==> src/rtl/core/bdc_pkg.sv <==
// Shared constants and helper functions for the business day counter.
// Holds the calendar tables, reciprocal constants and small reduction functions.
// No dependencies.
package bdc_pkg;

    localparam int DAY_W   = 5;
    localparam int MONTH_W = 4;
    localparam int YEAR_W  = 14;
    localparam int COUNT_W = 22;
    localparam int DNUM_W  = 22;
    localparam int DOY_W   = 9;
    localparam int WEEK_W  = 7;
    localparam int QUOT_W  = 20;
    localparam int Q100_W  = 8;

    localparam logic [WEEK_W-1:0] WEEKEND_RESET = 7'h60;
    localparam logic [YEAR_W-1:0] YEAR_MAX      = 14'd9999;

    // floor(x / 100) == (x * RECIP100) >> RECIP100_SH for any 14-bit x
    localparam logic [12:0] RECIP100    = 13'd5243;
    localparam int          RECIP100_SH = 19;
    localparam int          PROD100_W   = YEAR_W + 13;

    // 7 * INV7 == 1 modulo 2**22: exact division of a multiple of seven
    localparam logic [DNUM_W-1:0] INV7 = 22'h1B6DB7;

    localparam logic [4:0] MONTH_LEN [12] = '{
        5'd31, 5'd28, 5'd31, 5'd30, 5'd31, 5'd30,
        5'd31, 5'd31, 5'd30, 5'd31, 5'd30, 5'd31
    };

    localparam logic [DOY_W-1:0] MONTH_START [12] = '{
        9'd0,   9'd31,  9'd59,  9'd90,  9'd120, 9'd151,
        9'd181, 9'd212, 9'd243, 9'd273, 9'd304, 9'd334
    };

    function automatic logic [4:0] days_in_month(input logic [MONTH_W-1:0] m,
                                                 input logic leap);
        logic [4:0] len;
        len = 5'd0;
        if (m >= 4'd1 && m <= 4'd12)
        begin
            len = MONTH_LEN[m - 4'd1];
            if (m == 4'd2 && leap)
                len = 5'd29;
        end
        return len;
    endfunction

    function automatic logic [DOY_W-1:0] month_offset(input logic [MONTH_W-1:0] m,
                                                      input logic leap);
        logic [DOY_W-1:0] off;
        off = '0;
        if (m >= 4'd1 && m <= 4'd12)
        begin
            off = MONTH_START[m - 4'd1];
            if (leap && m > 4'd2)
                off = off + 9'd1;
        end
        return off;
    endfunction

    // 8 == 1 mod 7, so fold octal digits, then fold once more
    function automatic logic [2:0] mod7(input logic [DNUM_W-1:0] v);
        logic [23:0] x;
        logic [5:0]  s;
        logic [3:0]  t;
        x = {2'b00, v};
        s = '0;
        for (int i = 0; i < 8; i++)
            s = s + 6'(x[3*i +: 3]);
        t = 4'(s[5:3]) + 4'(s[2:0]);
        if (t >= 4'd14)
            t = t - 4'd14;
        else if (t >= 4'd7)
            t = t - 4'd7;
        return t[2:0];
    endfunction

    function automatic logic [2:0] popcount7(input logic [WEEK_W-1:0] v);
        logic [2:0] c;
        c = '0;
        for (int i = 0; i < WEEK_W; i++)
            c = c + 3'(v[i]);
        return c;
    endfunction

endpackage

==> src/rtl/core/business_day_counter.sv <==
// Business day counter: top level, six-stage pipeline.
// Depends on bdc_pkg for calendar tables and reduction helpers.
//
// Usage:
//   Drive both dates on the start_* and end_* ports and pulse start. busy is
//   always low, so a date pair is taken on every cycle that start is high.
//   After the transfer, done is high for one cycle with business_days and
//   date_error; one result per cycle at full rate.
//   The receiver cannot stall: results are shown once and then replaced.
//   Stages: year reciprocal products, leap/validity and year base, day
//   number, difference with mod-7 folding, exact divide by seven and
//   partial week, final multiply-add.
//   weekend_mask is written through cfg_valid/cfg_data (cfg_ready always
//   high) and should only change while no pair is in flight.
//   Reset clears the pipeline valid bits and sets the mask to Friday and
//   Saturday. An invalid date gives date_error high and a count of zero;
//   a start not before the end gives zero with no error.
module business_day_counter (
    input  logic                        clk,
    input  logic                        rst_n,
    input  logic                        start,
    output logic                        busy,
    input  logic [4:0]                  start_day,
    input  logic [3:0]                  start_month,
    input  logic [13:0]                 start_year,
    input  logic [4:0]                  end_day,
    input  logic [3:0]                  end_month,
    input  logic [13:0]                 end_year,
    input  logic                        cfg_valid,
    output logic                        cfg_ready,
    input  logic [6:0]                  cfg_data,
    output logic                        done,
    output logic [21:0]                 business_days,
    output logic                        date_error
);
    import bdc_pkg::*;

    logic [WEEK_W-1:0] weekend_mask_reg;

    // stage 1
    logic                 v1_reg;
    logic [DAY_W-1:0]     d1_reg     [2];
    logic [MONTH_W-1:0]   m1_reg     [2];
    logic [YEAR_W-1:0]    y1_reg     [2];
    logic                 yok1_reg   [2];
    logic [DNUM_W-1:0]    py365_1_reg[2];
    logic [YEAR_W-3:0]    py4_1_reg  [2];
    logic [Q100_W-1:0]    qpy1_reg   [2];
    logic [Q100_W-1:0]    qy1_reg    [2];
    logic [DAY_W-1:0]     d1_next    [2];
    logic [MONTH_W-1:0]   m1_next    [2];
    logic [YEAR_W-1:0]    y1_next    [2];
    logic                 yok1_next  [2];
    logic [DNUM_W-1:0]    py365_1_next[2];
    logic [YEAR_W-3:0]    py4_1_next [2];
    logic [Q100_W-1:0]    qpy1_next  [2];
    logic [Q100_W-1:0]    qy1_next   [2];

    // stage 2
    logic                 v2_reg;
    logic                 err2_reg;
    logic [DNUM_W-1:0]    base2_reg  [2];
    logic [DOY_W-1:0]     doy2_reg   [2];
    logic                 err2_next;
    logic [DNUM_W-1:0]    base2_next [2];
    logic [DOY_W-1:0]     doy2_next  [2];

    // stage 3
    logic                 v3_reg;
    logic                 err3_reg;
    logic [DNUM_W-1:0]    day3_reg   [2];
    logic [DNUM_W-1:0]    day3_next  [2];

    // stage 4
    logic                 v4_reg;
    logic                 err4_reg;
    logic                 ok4_reg;
    logic [DNUM_W-1:0]    n4_reg;
    logic [2:0]           r4_reg;
    logic [2:0]           w4_reg;
    logic                 ok4_next;
    logic [DNUM_W-1:0]    n4_next;
    logic [2:0]           r4_next;
    logic [2:0]           w4_next;

    // stage 5
    logic                 v5_reg;
    logic                 err5_reg;
    logic                 ok5_reg;
    logic [QUOT_W-1:0]    q5_reg;
    logic [2:0]           part5_reg;
    logic [QUOT_W-1:0]    q5_next;
    logic [2:0]           part5_next;

    // stage 6 / outputs
    logic                 done_reg;
    logic [COUNT_W-1:0]   business_days_reg;
    logic                 date_error_reg;
    logic [COUNT_W-1:0]   business_days_next;

    logic                 accept;

    assign busy      = 1'b0;
    assign cfg_ready = 1'b1;
    assign accept    = start && !busy;

    // stage 1: split inputs, year reciprocal products
    always_comb
    begin
        logic [YEAR_W-1:0]    py;
        logic [PROD100_W-1:0] prod_py;
        logic [PROD100_W-1:0] prod_y;
        logic [YEAR_W+8:0]    p365;
        d1_next[0] = start_day;
        m1_next[0] = start_month;
        y1_next[0] = start_year;
        d1_next[1] = end_day;
        m1_next[1] = end_month;
        y1_next[1] = end_year;
        for (int i = 0; i < 2; i++)
        begin
            py      = y1_next[i] - 14'd1;
            prod_py = PROD100_W'(py) * PROD100_W'(RECIP100);
            prod_y  = PROD100_W'(y1_next[i]) * PROD100_W'(RECIP100);
            p365    = (YEAR_W+9)'(py) * (YEAR_W+9)'(365);
            yok1_next[i]    = (y1_next[i] != '0) && (y1_next[i] <= YEAR_MAX);
            py365_1_next[i] = p365[DNUM_W-1:0];
            py4_1_next[i]   = py[YEAR_W-1:2];
            qpy1_next[i]    = Q100_W'(prod_py >> RECIP100_SH);
            qy1_next[i]     = Q100_W'(prod_y >> RECIP100_SH);
        end
    end

    // stage 2: leap year, date check, days before the year and within it
    always_comb
    begin
        logic [YEAR_W:0] hund;
        logic            zero100;
        logic            leap;
        logic [4:0]      dim;
        logic            bad;
        bad = 1'b0;
        for (int i = 0; i < 2; i++)
        begin
            hund    = (YEAR_W+1)'(qy1_reg[i]) * (YEAR_W+1)'(100);
            zero100 = (hund == {1'b0, y1_reg[i]});
            leap    = (y1_reg[i][1:0] == 2'b00 && !zero100) ||
                      (zero100 && qy1_reg[i][1:0] == 2'b00);
            dim     = days_in_month(m1_reg[i], leap);
            if (!yok1_reg[i] || d1_reg[i] == '0 || d1_reg[i] > dim)
                bad = 1'b1;
            doy2_next[i]  = month_offset(m1_reg[i], leap) + DOY_W'(d1_reg[i]) - 9'd1;
            base2_next[i] = py365_1_reg[i] + DNUM_W'(py4_1_reg[i])
                            - DNUM_W'(qpy1_reg[i]) + DNUM_W'(qpy1_reg[i] >> 2);
        end
        err2_next = bad;
    end

    // stage 3: day numbers
    always_comb
    begin
        for (int i = 0; i < 2; i++)
            day3_next[i] = base2_reg[i] + DNUM_W'(doy2_reg[i]);
    end

    // stage 4: span, remainder and weekday of the start date
    always_comb
    begin
        logic [2:0] ms;
        ok4_next = !err3_reg && (day3_reg[0] < day3_reg[1]);
        n4_next  = day3_reg[1] - day3_reg[0];
        r4_next  = mod7(n4_next);
        ms       = mod7(day3_reg[0]);
        w4_next  = (ms == 3'd6) ? 3'd0 : ms + 3'd1;
    end

    // stage 5: whole weeks by exact division, business days of the partial week
    always_comb
    begin
        logic [DNUM_W-1:0]   qfull;
        logic [2*WEEK_W-1:0] dbl;
        logic [WEEK_W-1:0]   rot;
        logic [WEEK_W-1:0]   lowm;
        qfull = (n4_reg - DNUM_W'(r4_reg)) * INV7;
        q5_next = qfull[QUOT_W-1:0];
        dbl = {~weekend_mask_reg, ~weekend_mask_reg} >> w4_reg;
        rot = dbl[WEEK_W-1:0];
        for (int i = 0; i < WEEK_W; i++)
            lowm[i] = (3'(i) < r4_reg);
        part5_next = popcount7(rot & lowm);
    end

    // stage 6: weeks times business days per week plus the partial week; zero for a bad or empty span
    always_comb
    begin
        logic [QUOT_W+2:0] full;
        full = (QUOT_W+3)'(q5_reg) * (QUOT_W+3)'(popcount7(~weekend_mask_reg));
        if (ok5_reg)
            business_days_next = COUNT_W'(full) + COUNT_W'(part5_reg);
        else
            business_days_next = '0;
    end

    always_ff @(posedge clk or negedge rst_n)
    begin
        if (!rst_n)
        begin
            weekend_mask_reg <= WEEKEND_RESET;
            v1_reg           <= 1'b0;
            v2_reg           <= 1'b0;
            v3_reg           <= 1'b0;
            v4_reg           <= 1'b0;
            v5_reg           <= 1'b0;
            done_reg         <= 1'b0;
        end
        else
        begin
            if (cfg_valid && cfg_ready)
                weekend_mask_reg <= cfg_data;
            v1_reg   <= accept;
            v2_reg   <= v1_reg;
            v3_reg   <= v2_reg;
            v4_reg   <= v3_reg;
            v5_reg   <= v4_reg;
            done_reg <= v5_reg;
        end
    end

    // payload: no reset, qualified by the valid bits
    always_ff @(posedge clk)
    begin
        for (int i = 0; i < 2; i++)
        begin
            d1_reg[i]      <= d1_next[i];
            m1_reg[i]      <= m1_next[i];
            y1_reg[i]      <= y1_next[i];
            yok1_reg[i]    <= yok1_next[i];
            py365_1_reg[i] <= py365_1_next[i];
            py4_1_reg[i]   <= py4_1_next[i];
            qpy1_reg[i]    <= qpy1_next[i];
            qy1_reg[i]     <= qy1_next[i];
            base2_reg[i]   <= base2_next[i];
            doy2_reg[i]    <= doy2_next[i];
            day3_reg[i]    <= day3_next[i];
        end
        err2_reg          <= err2_next;
        err3_reg          <= err2_reg;
        err4_reg          <= err3_reg;
        ok4_reg           <= ok4_next;
        n4_reg            <= n4_next;
        r4_reg            <= r4_next;
        w4_reg            <= w4_next;
        err5_reg          <= err4_reg;
        ok5_reg           <= ok4_reg;
        q5_reg            <= q5_next;
        part5_reg         <= part5_next;
        business_days_reg <= business_days_next;
        date_error_reg    <= err5_reg;
    end

    assign done          = done_reg;
    assign business_days = business_days_reg;
    assign date_error    = date_error_reg;

`ifndef SYNTHESIS
    // a result appears only after a matching transfer
    a_done_follows_start: assert property (@(posedge clk) disable iff (!rst_n)
        done |-> $past(start, 6))
        else $error("result without a matching transfer");

    // a bad date always reports a zero count
    a_error_zero: assert property (@(posedge clk) disable iff (!rst_n)
        done && date_error |-> business_days == '0)
        else $error("nonzero count with date error");

    // a mask that rules out every weekday leaves nothing to count
    a_full_mask_zero: assert property (@(posedge clk) disable iff (!rst_n)
        done && weekend_mask_reg == 7'h7F |-> business_days == '0)
        else $error("nonzero count with full weekend mask");
`endif

endmodule
==> config.mk <==
export PLATFORM = sky130hd
export DESIGN_NAME = business_day_counter
export DESIGN_NICKNAME = d
export VERILOG_FILES = /design/src/rtl/core/bdc_pkg.sv /design/src/rtl/core/business_day_counter.sv
export SDC_FILE = /design/constraint.sdc
export NUM_CORES = 2
export LEC_CHECK = 0
export ABC_AREA = 1
export BUFFER_PORTS_ARGS = -buffer_cell sky130_fd_sc_hd__buf_2
export CORE_ASPECT_RATIO = 1.25
export CORE_MARGIN = 2
export CORE_UTILIZATION = 55
export CTS_BUF_LIST = sky130_fd_sc_hd__clkbuf_2
export DETAILED_ROUTE_END_ITERATION = 8
export GPL_ROUTABILITY_DRIVEN = 0
export PLACE_DENSITY = 0.67
export SYNTH_ARGS = -nofsm -noshare
export SYNTH_HDL_FRONTEND = slang
export SYNTH_SLANG_ARGS = --single-unit
==> constraint.sdc <==
create_clock -name clk -period 7.3 [get_ports clk]
set_input_delay 0 -clock clk [delete_from_list [all_inputs] [get_ports clk]]
set_output_delay 0 -clock clk [all_outputs]
set_load 0.03 [all_outputs]
==> results summary <==
Compared with the post-synthesis result, the final layout area differs by 9.97%. Among all flip-flop cells after synthesis, the most frequent one is sky130_fd_sc_hd__dfxtp_1. The endpoint of the most critical setup path is q5_reg[19]$_DFF_P_. The final antenna-violating net count came out at 0.

Synthesis inferred 345 register bits. By startpoint and endpoint, the worst setup path is classified as reg2reg. The portion of the clock cycle consumed by the worst path in the final layout came out at 93.8%.

For this run, design rule violations remaining after detail routing come to 0. The library cell used most frequently in the layout, excluding fill and tap cells, is sky130_fd_sc_hd__inv_1. The critical path starts at r4_reg[1]$_DFF_P_. Timing analysis after detailed placement gives a worst setup slack of 0.193 ns. Among all stages on the critical path, the largest delay is contributed by sky130_fd_sc_hd__fa_1. The die is 317 microns tall. Grouping stages by cell kind, the critical path spends the most delay in adder cells. STA puts the critical path data arrival time at 7.92 ns. The distinct cell type count after synthesis came out at 64. The synthesized instance count came out at 4894. The first detailed-routing pass ran for 6 iterations. The total congestion overflow after global routing is 0.

In the layout the commonest cells are 1254 x sky130_fd_sc_hd__inv_1, 860 x sky130_fd_sc_hd__ha_1, 557 x sky130_fd_sc_hd__nand2_1. The worst register-to-register path ends at q5_reg[19]$_DFF_P_. The combined buffer and inverter count along the critical path came out at 10.

The number of nets handed over by synthesis was 6327. The number of placed I/O pins came out at 83. The starting utilization of the core area came out at 55.7%. The worst setup path is captured at a flop.

Buffers added to address setup during post-CTS repair amount to 0. The startpoint identified for the worst hold timing path is end_year[13]. In the final design database the tool counted 6676 nets. The reported max-cap violation count came out at 0. The buffer levels on the longest clock path came out at 3. Setup repair after global routing left no endpoint under its margin.

The sequential fraction of the synthesis area is 16.1%. Setup violations remaining at the end of the flow were counted as 0. The pin count of the biggest net entering global routing came out at 18. The maximum clock rate came out at 146 MHz. The number of cells on the worst reg-to-reg path is 30.

In the final routed layout, each cell accounts on average for 15.3 microns. The x dimension of the die is 255 microns. The sink count of the clock tree is 345. The count of buffers added on input and output ports is 80. The cell area after synthesis is 0.0432 sq mm. The relative slew slack is 34.2%. A synthesized cell averages 8.83 sq um.

The summed negative setup slack over all endpoints is 0 ns. The number of antenna violations at the first check in global routing came out at 3. After floorplanning, the core was sized to cover 0.0776 sq mm. TritonCTS built the clock tree. The number of buffers created by CTS came out at 92. The via count of the first global-routing pass is 34400. The setup slack of the worst register-to-register path came out at 0.45 ns. The number of hold-slack violations in the final timing report was 0. Across the routed clock network, the largest skew measured is 0.126 ns. The clock latency reported for the late side of the worst-skew pair came out at 1.19 ns. The final worst-path setup slack came out at 0.454 ns.

During synthesis, Yosys emitted a total of 0 warnings. The area of the die came out at 0.0808 sq mm. The worst hold path belongs to the class in2reg. The element type at the critical path start is a flop. Detailed placement finished with a half-perimeter wire length of 82700 microns.

The wire length of the first global-routing pass is 163000 microns. The start of the worst register-to-register path is r4_reg[1]$_DFF_P_. The final routed wirelength across all metal layers came out at 97200 microns.

Counting flops with a built-in enable in the synthesized netlist gives 0. The routed layout has 32100 vias. The required time at the worst-slack endpoint is 8.37 ns. The library cell used as clock root buffer is sky130_fd_sc_hd__clkbuf_2. The flow ran to the end, and the final reports show no timing, DRC or antenna violations. After layout, the minimum clock period comes to 6.85 ns. The global routing usage summed across all routing layers is 25.4%. The critical-path maximum fanout came out at 6. Using the TritonRoute via totals, the vias-per-cell ratio works out to 5.06. The CTS H-tree depth is 3. The starting DRC count in detailed routing is 1310. The floorplan row count came out at 114.

The logic depth of the worst setup path including buffers came out at 30. The clock-pin slew of the registers on the worst-case setup and hold paths came out at 0.10 ns. The actual transition at the worst max-transition pin is 0.975 ns.

The most numerous cell type found on the critical path is sky130_fd_sc_hd__inv_1. The final number of max-transition violations is 0. The share of flip-flops with an asynchronous set or reset came out at 3.77%. The largest stage delay on the critical path is 0.55 ns. The fraction of layout instances using a drive strength above 1 is 5.82%.
## worst reg2reg max path: cells and delay by family, from the launching register on
kind,cells,cell delay [ns]
adders and majority gates,9,3.89
and+or+nand+nor,9,1.10
buffers and inverters,10,0.70
DFF,1,0.46
AOI/OAI and AO/OA,1,0.31
xor gates and xnor gates,1,0.29
## what timing repair did
action / in CTS / in global routing
resized for setup: 0 / 5
setup endpoints to repair: 0 / 2
hold buffers: 146 / 0
hold endpoints to repair: 122 / 0
## routing by layer
layer / vias to the layer above / wire length (microns) / track usage [%]
li1: 16100 / - / -
met1: 15300 / 36900 / 26.5
met2: 496 / 52100 / 49.1
met3: 259 / 2560 / 2.82
met4: 0 / 5630 / 13.9
met5: - / 0 / 0
## cells by family (layout without fill, tap and decap cells)
kind of cell             count (synthesis)  after routing  share of synthesized area (%)
adder cells (fa/ha/maj)               1376           1376                           48.8
buffers and inverters                 1280           1695                           11.2
AND/OR/NAND/NOR                        990            990                           9.84
AO/OA/AOI/OAI                          602            602                           7.84
flip-flops                             345            345                           16.1
XOR/XNOR                               296            296                           6.10
multiplexers                             3              3                         0.0695
other                                    2              4                         0.0174
## final cells by class
class                           count  area, sq um
Multi-Input combinational cell   3269        31400
Inverter                         1270         4770
Clock buffer                      120          601
Sequential cell                   345         6970
Antenna cell                        2         5.00
Tap cell                         1044         1310
Fill cell                        6878        30100
Clock inverter                     40          269
Timing Repair Buffer              265         2150
## worst min-delay path by stage
stage,end,cells after the start
2_1_floorplan,done$_DFF_PN0_,0
3_3_place_gp,v5_reg$_DFF_PN0_,1
3_5_place_dp,v5_reg$_DFF_PN0_,1
4_1_cts,d1_reg[0][7]$_DFF_P_,3
5_1_grt,d1_reg[0][7]$_DFF_P_,3
6_report,yok1_reg[0][1]$_DFF_P_,5
## through the flow
stage	area, sq um	util (%)	hold WS (ns)	cells
floorplan	43200	-	-0.296	4894
global placement	45100	58.2	-0.104	6047
detailed placement	45100	58.2	-0.103	6047
CTS	47500	61.2	0.00614	6353
global route	47500	61.2	0.0725	6355
finish	47500	61.2	0.159	6355
## cell usage after synthesis, types with 3 or more instances
master | count | area (sq um)
sky130_fd_sc_hd__o31ai_1 | 10 | 75.1
sky130_fd_sc_hd__a21boi_1 | 5 | 37.5
sky130_fd_sc_hd__o211ai_1 | 11 | 82.6
sky130_fd_sc_hd__nand3b_1 | 5 | 37.5
sky130_fd_sc_hd__a211oi_1 | 11 | 82.6
sky130_fd_sc_hd__a21boi_0 | 5 | 37.5
sky130_fd_sc_hd__nand2_2 | 12 | 75.1
sky130_fd_sc_hd__clkbuf_1 | 7 | 26.3
sky130_fd_sc_hd__xnor2_1 | 91 | 797
sky130_fd_sc_hd__nand4_1 | 52 | 325
sky130_fd_sc_hd__nand3_1 | 126 | 631
sky130_fd_sc_hd__a221oi_1 | 4 | 35.0
sky130_fd_sc_hd__o21a_1 | 19 | 143
sky130_fd_sc_hd__and2_1 | 4 | 25.0
sky130_fd_sc_hd__o21bai_1 | 18 | 135
sky130_fd_sc_hd__o22ai_1 | 6 | 37.5
sky130_fd_sc_hd__a21oi_1 | 276 | 1380
sky130_fd_sc_hd__o2111ai_1 | 5 | 43.8
sky130_fd_sc_hd__mux2i_1 | 3 | 30.0
sky130_fd_sc_hd__nor4_1 | 11 | 68.8
sky130_fd_sc_hd__buf_4 | 3 | 22.5
sky130_fd_sc_hd__dfxtp_1 | 332 | 6650
sky130_fd_sc_hd__ha_1 | 860 | 10800
sky130_fd_sc_hd__inv_2 | 11 | 41.3
sky130_fd_sc_hd__nor2_2 | 9 | 56.3
sky130_fd_sc_hd__nor2_1 | 161 | 604
sky130_fd_sc_hd__fa_1 | 516 | 10300
sky130_fd_sc_hd__nand2_1 | 557 | 2090
sky130_fd_sc_hd__xor2_1 | 201 | 1760
sky130_fd_sc_hd__nand3_2 | 6 | 60.1
sky130_fd_sc_hd__inv_1 | 1254 | 4710
sky130_fd_sc_hd__o21ai_1 | 22 | 110
sky130_fd_sc_hd__dfrtp_1 | 11 | 275
sky130_fd_sc_hd__a31oi_1 | 21 | 131
sky130_fd_sc_hd__a21o_1 | 18 | 135
sky130_fd_sc_hd__o21ai_0 | 157 | 786
sky130_fd_sc_hd__o311ai_0 | 3 | 26.3
sky130_fd_sc_hd__clkinv_1 | 5 | 18.8
sky130_fd_sc_hd__nor3_1 | 37 | 185
Power is left out: the tool's default activity adds up to more than one toggle a clock period on the data nets, which glitch-free logic cannot reach.
